## config.mk

```make
export PLATFORM = sky130hd
export DESIGN_NAME = rlcm_merge
export DESIGN_NICKNAME = d
export VERILOG_FILES = /design/src/hdl/rlcm_pkg.sv /design/src/hdl/rlcm_merge.sv
export SDC_FILE = /design/constraint.sdc
export NUM_CORES = 1
export LEC_CHECK = 0
export BUFFER_PORTS_ARGS = -buffer_cell sky130_fd_sc_hd__buf_2
export CAP_MARGIN = 40
export CORE_ASPECT_RATIO = 0.9
export CORE_MARGIN = 3
export CORE_UTILIZATION = 32
export DETAILED_ROUTE_END_ITERATION = 6
export GPL_TIMING_DRIVEN = 0
export PLACE_DENSITY = 0.84
export SLEW_MARGIN = 20
export SYNTH_ARGS = -nofsm -noshare
export SYNTH_HDL_FRONTEND = slang
export SYNTH_SLANG_ARGS = --single-unit
```

## constraint.sdc

```tcl
create_clock -name vclk -period 2.1
set_input_delay 0.525 -clock vclk [all_inputs]
set_output_delay 0.525 -clock vclk [all_outputs]
set_load 0.01 [all_outputs]
```

## src/hdl/rlcm_pkg.sv

```systemverilog
package rlcm_pkg;

    localparam int Lanes          = 4;
    localparam int LaneW          = 8;
    localparam int Half           = Lanes / 2;
    localparam int Pairs          = Lanes / 2;
    localparam int CntW           = $clog2(Pairs + 1);
    localparam int MismatchW      = 14;
    localparam int BufferDepthDef = 4096;

    localparam logic [MismatchW-1:0] MismatchMax = 14'd8192;

    typedef enum logic [0:0] {
        CfgFaultTol   = 1'b0,
        CfgSecondPass = 1'b1
    } t_cfg_idx;

    typedef logic [Lanes-1:0][LaneW-1:0] t_vec;

    typedef struct packed {
        logic signed [LaneW-1:0] lane0_in;
        logic signed [LaneW-1:0] lane1_in;
        logic signed [LaneW-1:0] lane2_in;
        logic signed [LaneW-1:0] lane3_in;
        logic                    last_in;
    } t_in_word;

    typedef struct packed {
        logic signed [LaneW-1:0] lane0_out;
        logic signed [LaneW-1:0] lane1_out;
        logic signed [LaneW-1:0] lane2_out;
        logic signed [LaneW-1:0] lane3_out;
        logic                    data_valid;
        logic [MismatchW-1:0]    mismatch_count;
        logic                    frame_done;
    } t_out_word;

    typedef struct packed {
        logic fault_tol;
        logic second_pass;
    } t_mode;

endpackage

```

## src/hdl/rlcm_merge.sv

```systemverilog
module rlcm_merge (
    input  rlcm_pkg::t_vec             i_lanes,
    input  rlcm_pkg::t_vec             i_buf,
    input  rlcm_pkg::t_mode            i_mode,
    output rlcm_pkg::t_vec             o_vec,
    output logic                       o_data_valid,
    output logic [rlcm_pkg::CntW-1:0]  o_mismatches
);
    import rlcm_pkg::*;

    always_comb begin
        o_mismatches = '0;
        o_vec        = i_lanes;
        o_data_valid = 1'b1;
        if (i_mode.fault_tol) begin
            for (int p = 0; p < Pairs; p++) begin
                if (i_lanes[2*p] != i_lanes[2*p+1]) begin
                    o_mismatches = o_mismatches + CntW'(1);
                end
            end
            for (int c = 0; c < Lanes; c++) begin
                if (c < Half) begin
                    o_vec[c] = i_mode.second_pass ? i_buf[c] : i_lanes[2*c];
                end else begin
                    o_vec[c] = i_mode.second_pass ? i_lanes[2*(c-Half)] : '0;
                end
            end
            o_data_valid = i_mode.second_pass;
        end
    end

endmodule

```

==> summary.txt <==
GRT
  • Leftover overflow at the end of global routing: 0
  • Global-route total usage across every layer: 19.3%
  • Pin count of the biggest net entering global routing: 11
  • First-pass GRT wire length: 4640 um
  • Initial antenna violation count: 0
  • Number of global-route vias before repair: a little over 1000

Cells and area
  • Area added between synthesis and finish: 79.0%
  • Total inserted antenna cells: 0
  • Leading cell types in the layout, fill and taps excluded: 75 x buf_2, 16 x xor2_1, 16 x nand2_1, 16 x inv_1, 16 x o21ai_0
  • Number of sequential storage elements: 0
  • Most frequent standard cell in the layout excluding fill and tap cells: buf_2
  • Net count reported at finish: between 200 and 300
  • Total area of sequential cells: 0 um2
  • Fillers: 189
  • CLK BUF: 0
  • Fraction of final layout cells sized beyond drive strength 1: 52.2%

Die
  • Die Outline Area: roughly 2900 um2
  • DIE HEIGHT: ~51 um
  • # rows: 15
  • Overall die width: 56.2 um
  • Number of top-level design ports: slightly above 100
  • Starting density of the core: between 30% and 40%
  • Core ar.: 2030 um2

Timing
  • Period minus WS final: between 2000 and 2500 ps
  • RSZ-0062 raised after global routing: true
  • Final count of negative-setup-slack endpoints: 2
  • Worst setup margin: -169 ps
  • Highest achievable clock rate: approximately 0.44 GHz
  • Number of max-slew violations in the final report: 0
  • Share of the clock period used by the worst path: 108%
  • Final hold viol count: 0
  • Worst rel slew slack: approximately three quarters
  • Measured slew at the worst slew-check pin: 375 ps

Worst hold path
  • Type of the tightest min-delay check: in2out
  • Hold Path Origin: i_lanes[3]

Worst setup path
  • Required time worst endpoint: 1570 ps
  • Number of buffer and inverter stages on the critical path: 2
  • Crit path DAT: between 1500 and 2000 ps
  • Critical Setup Path Class: in2out
  • Maximum fanout along the worst path: 2
  • Critical-path cell list: buf_6 > xor2_1 > nor4_1 > nand2_1 > ha_4 > and2_4 > buf_6
  • Most used cell, CP: buf_6
  • Slowest stage cell, crit path: nor4_1
  • Kind of end point of the critical path: output port
  • Type of element launching the critical path: input pin
  • Kind of cell with the highest combined delay on the critical path: simple AND/OR/NAND/NOR gates
  • Crit-path max cell delay: 300 ps
  • Setup crit start: i_lanes[8]

Drt
  • Iteration-0 DRC count of the detailed router: 36
  • Remaining routing DRC violations: 0
  • First-pass DRT Iterations: 4
  • Routed vias: 1109
  • Total Routed Length: 3120 um
  • Vias per inst: 4.91
  • Antenna violation net count after detailed routing: 0
  • Routed WL per cell: 13.8 um

Outcome
  • Violated checks: setup timing
  • Result of the run: finished, violations left

Yosys
  • Synthesized net count: 182
  • Synthesized area per cell: roughly 6.3 um2
  • Part of the Yosys area used for sequential elements: 0%
  • Synthesis Warnings: 0
  • Post-synthesis cell type count: 17
  • Synth Instances: 115
  • Post-synth design cell area: 727 um2

Place
  • Final GP Congestion: approximately 0.83
  • Worst-case setup slack after placement: -208 ps
  • DP Wirelength: about 2500 um
  • Number of port buffers: 85

Power
  • Static leakage: approximately 0.00076 uW
  • Worst vdd ir: 0.000131 V
  • Power, Total: 286 uW
  • Power per cell area: 220 nW/um2

Job
  • Number of maximum-capacitance constraint violations: 0
## repair_timing
item / 4_1_cts / 5_1_grt
pin swaps: 13 / 8
hold buffers: 0 / 0
resized for setup: 14 / 11
buffers inserted: 0 / 1
endpoints found under the hold margin: 0 / 0
endpoints found under the setup margin: 2 / 2
## worst min-delay path: stages
cell	delay, ps
buf_6	80
nand2_1	40
o21ai_0	50
buf_2	130
## per-layer routing
layer | wire (um) | track usage, % | up-vias
met3 | 313 | 4.80 | 0
li1 | - | - | 548
met5 | 0 | 0 | -
met4 | 0 | 0.791 | 0
met2 | 1610 | 36.2 | 56
met1 | 1190 | 23.4 | 505
## area by class of cell
class	count	area (um2)	share of cell area (%)
inverter	16	60.1	4.62
tap	25	31.3	2.40
timing repair buffer	86	519	39.9
buffer	8	51.3	3.94
multi-input combinational	91	639	49.1
## cell usage after synthesis
cell | n | area [um2]
a21oi_1 | 8 | 40.0
and2_1 | 3 | 18.8
buf_2 | 5 | 25.0
buf_6 | 2 | 22.5
clkbuf_1 | 1 | 3.75
ha_1 | 1 | 12.5
inv_1 | 16 | 60.1
mux2_2 | 2 | 22.5
mux2_4 | 6 | 90.1
mux2i_1 | 8 | 80.1
nand2_1 | 16 | 60.1
nand2b_1 | 1 | 6.26
nand3_1 | 2 | 10.0
nor2_1 | 8 | 30.0
nor4_1 | 4 | 25.0
o21ai_0 | 16 | 80.1
xor2_1 | 16 | 140
## final timing paths
| check | end | slack [ps] | depth (start not counted) |
|---|---|---|---|
| min | o_vec[19] | 1350 | 4 |
| max | o_mismatches[0] | -170 | 7 |
## where the power goes
| group | internal [uW] | switching (uW) | leakage, uW |
|---|---|---|---|
| combinational | 145 | 141 | 0.000756 |
| clock | 0 | 0 | 0 |
| sequential | 0 | 0 | 0 |
## logic make-up (layout without fill, tap and decap cells)
kind of cell	count (synthesis)	count (layout)	share of synthesized area, %
AOI/OAI and AO/OA	24	24	16.5
xor gates and xnor gates	16	16	19.3
adders and majority gates	1	1	1.72
buffers and inverters	24	110	15.3
muxes	16	16	26.5
and+or+nand+nor	34	34	20.7
## stage by stage
stage | std cells | utilization (%) | TNS [ps] | instance area, um2 | hold slack (ps)
detailed placement | 225 | 58.4 | -327 | 1180 | 1360
global placement | 225 | 58.4 | -380 | 1180 | 1360
global route | 226 | 64.2 | -356 | 1300 | 1360
floorplan | 115 | - | 0 | 727 | 1180
CTS | 225 | 61.0 | -249 | 1240 | 1340
finish | 226 | 64.2 | -262 | 1300 | 1350
Note: power is estimated with default switching activity, not from simulation.
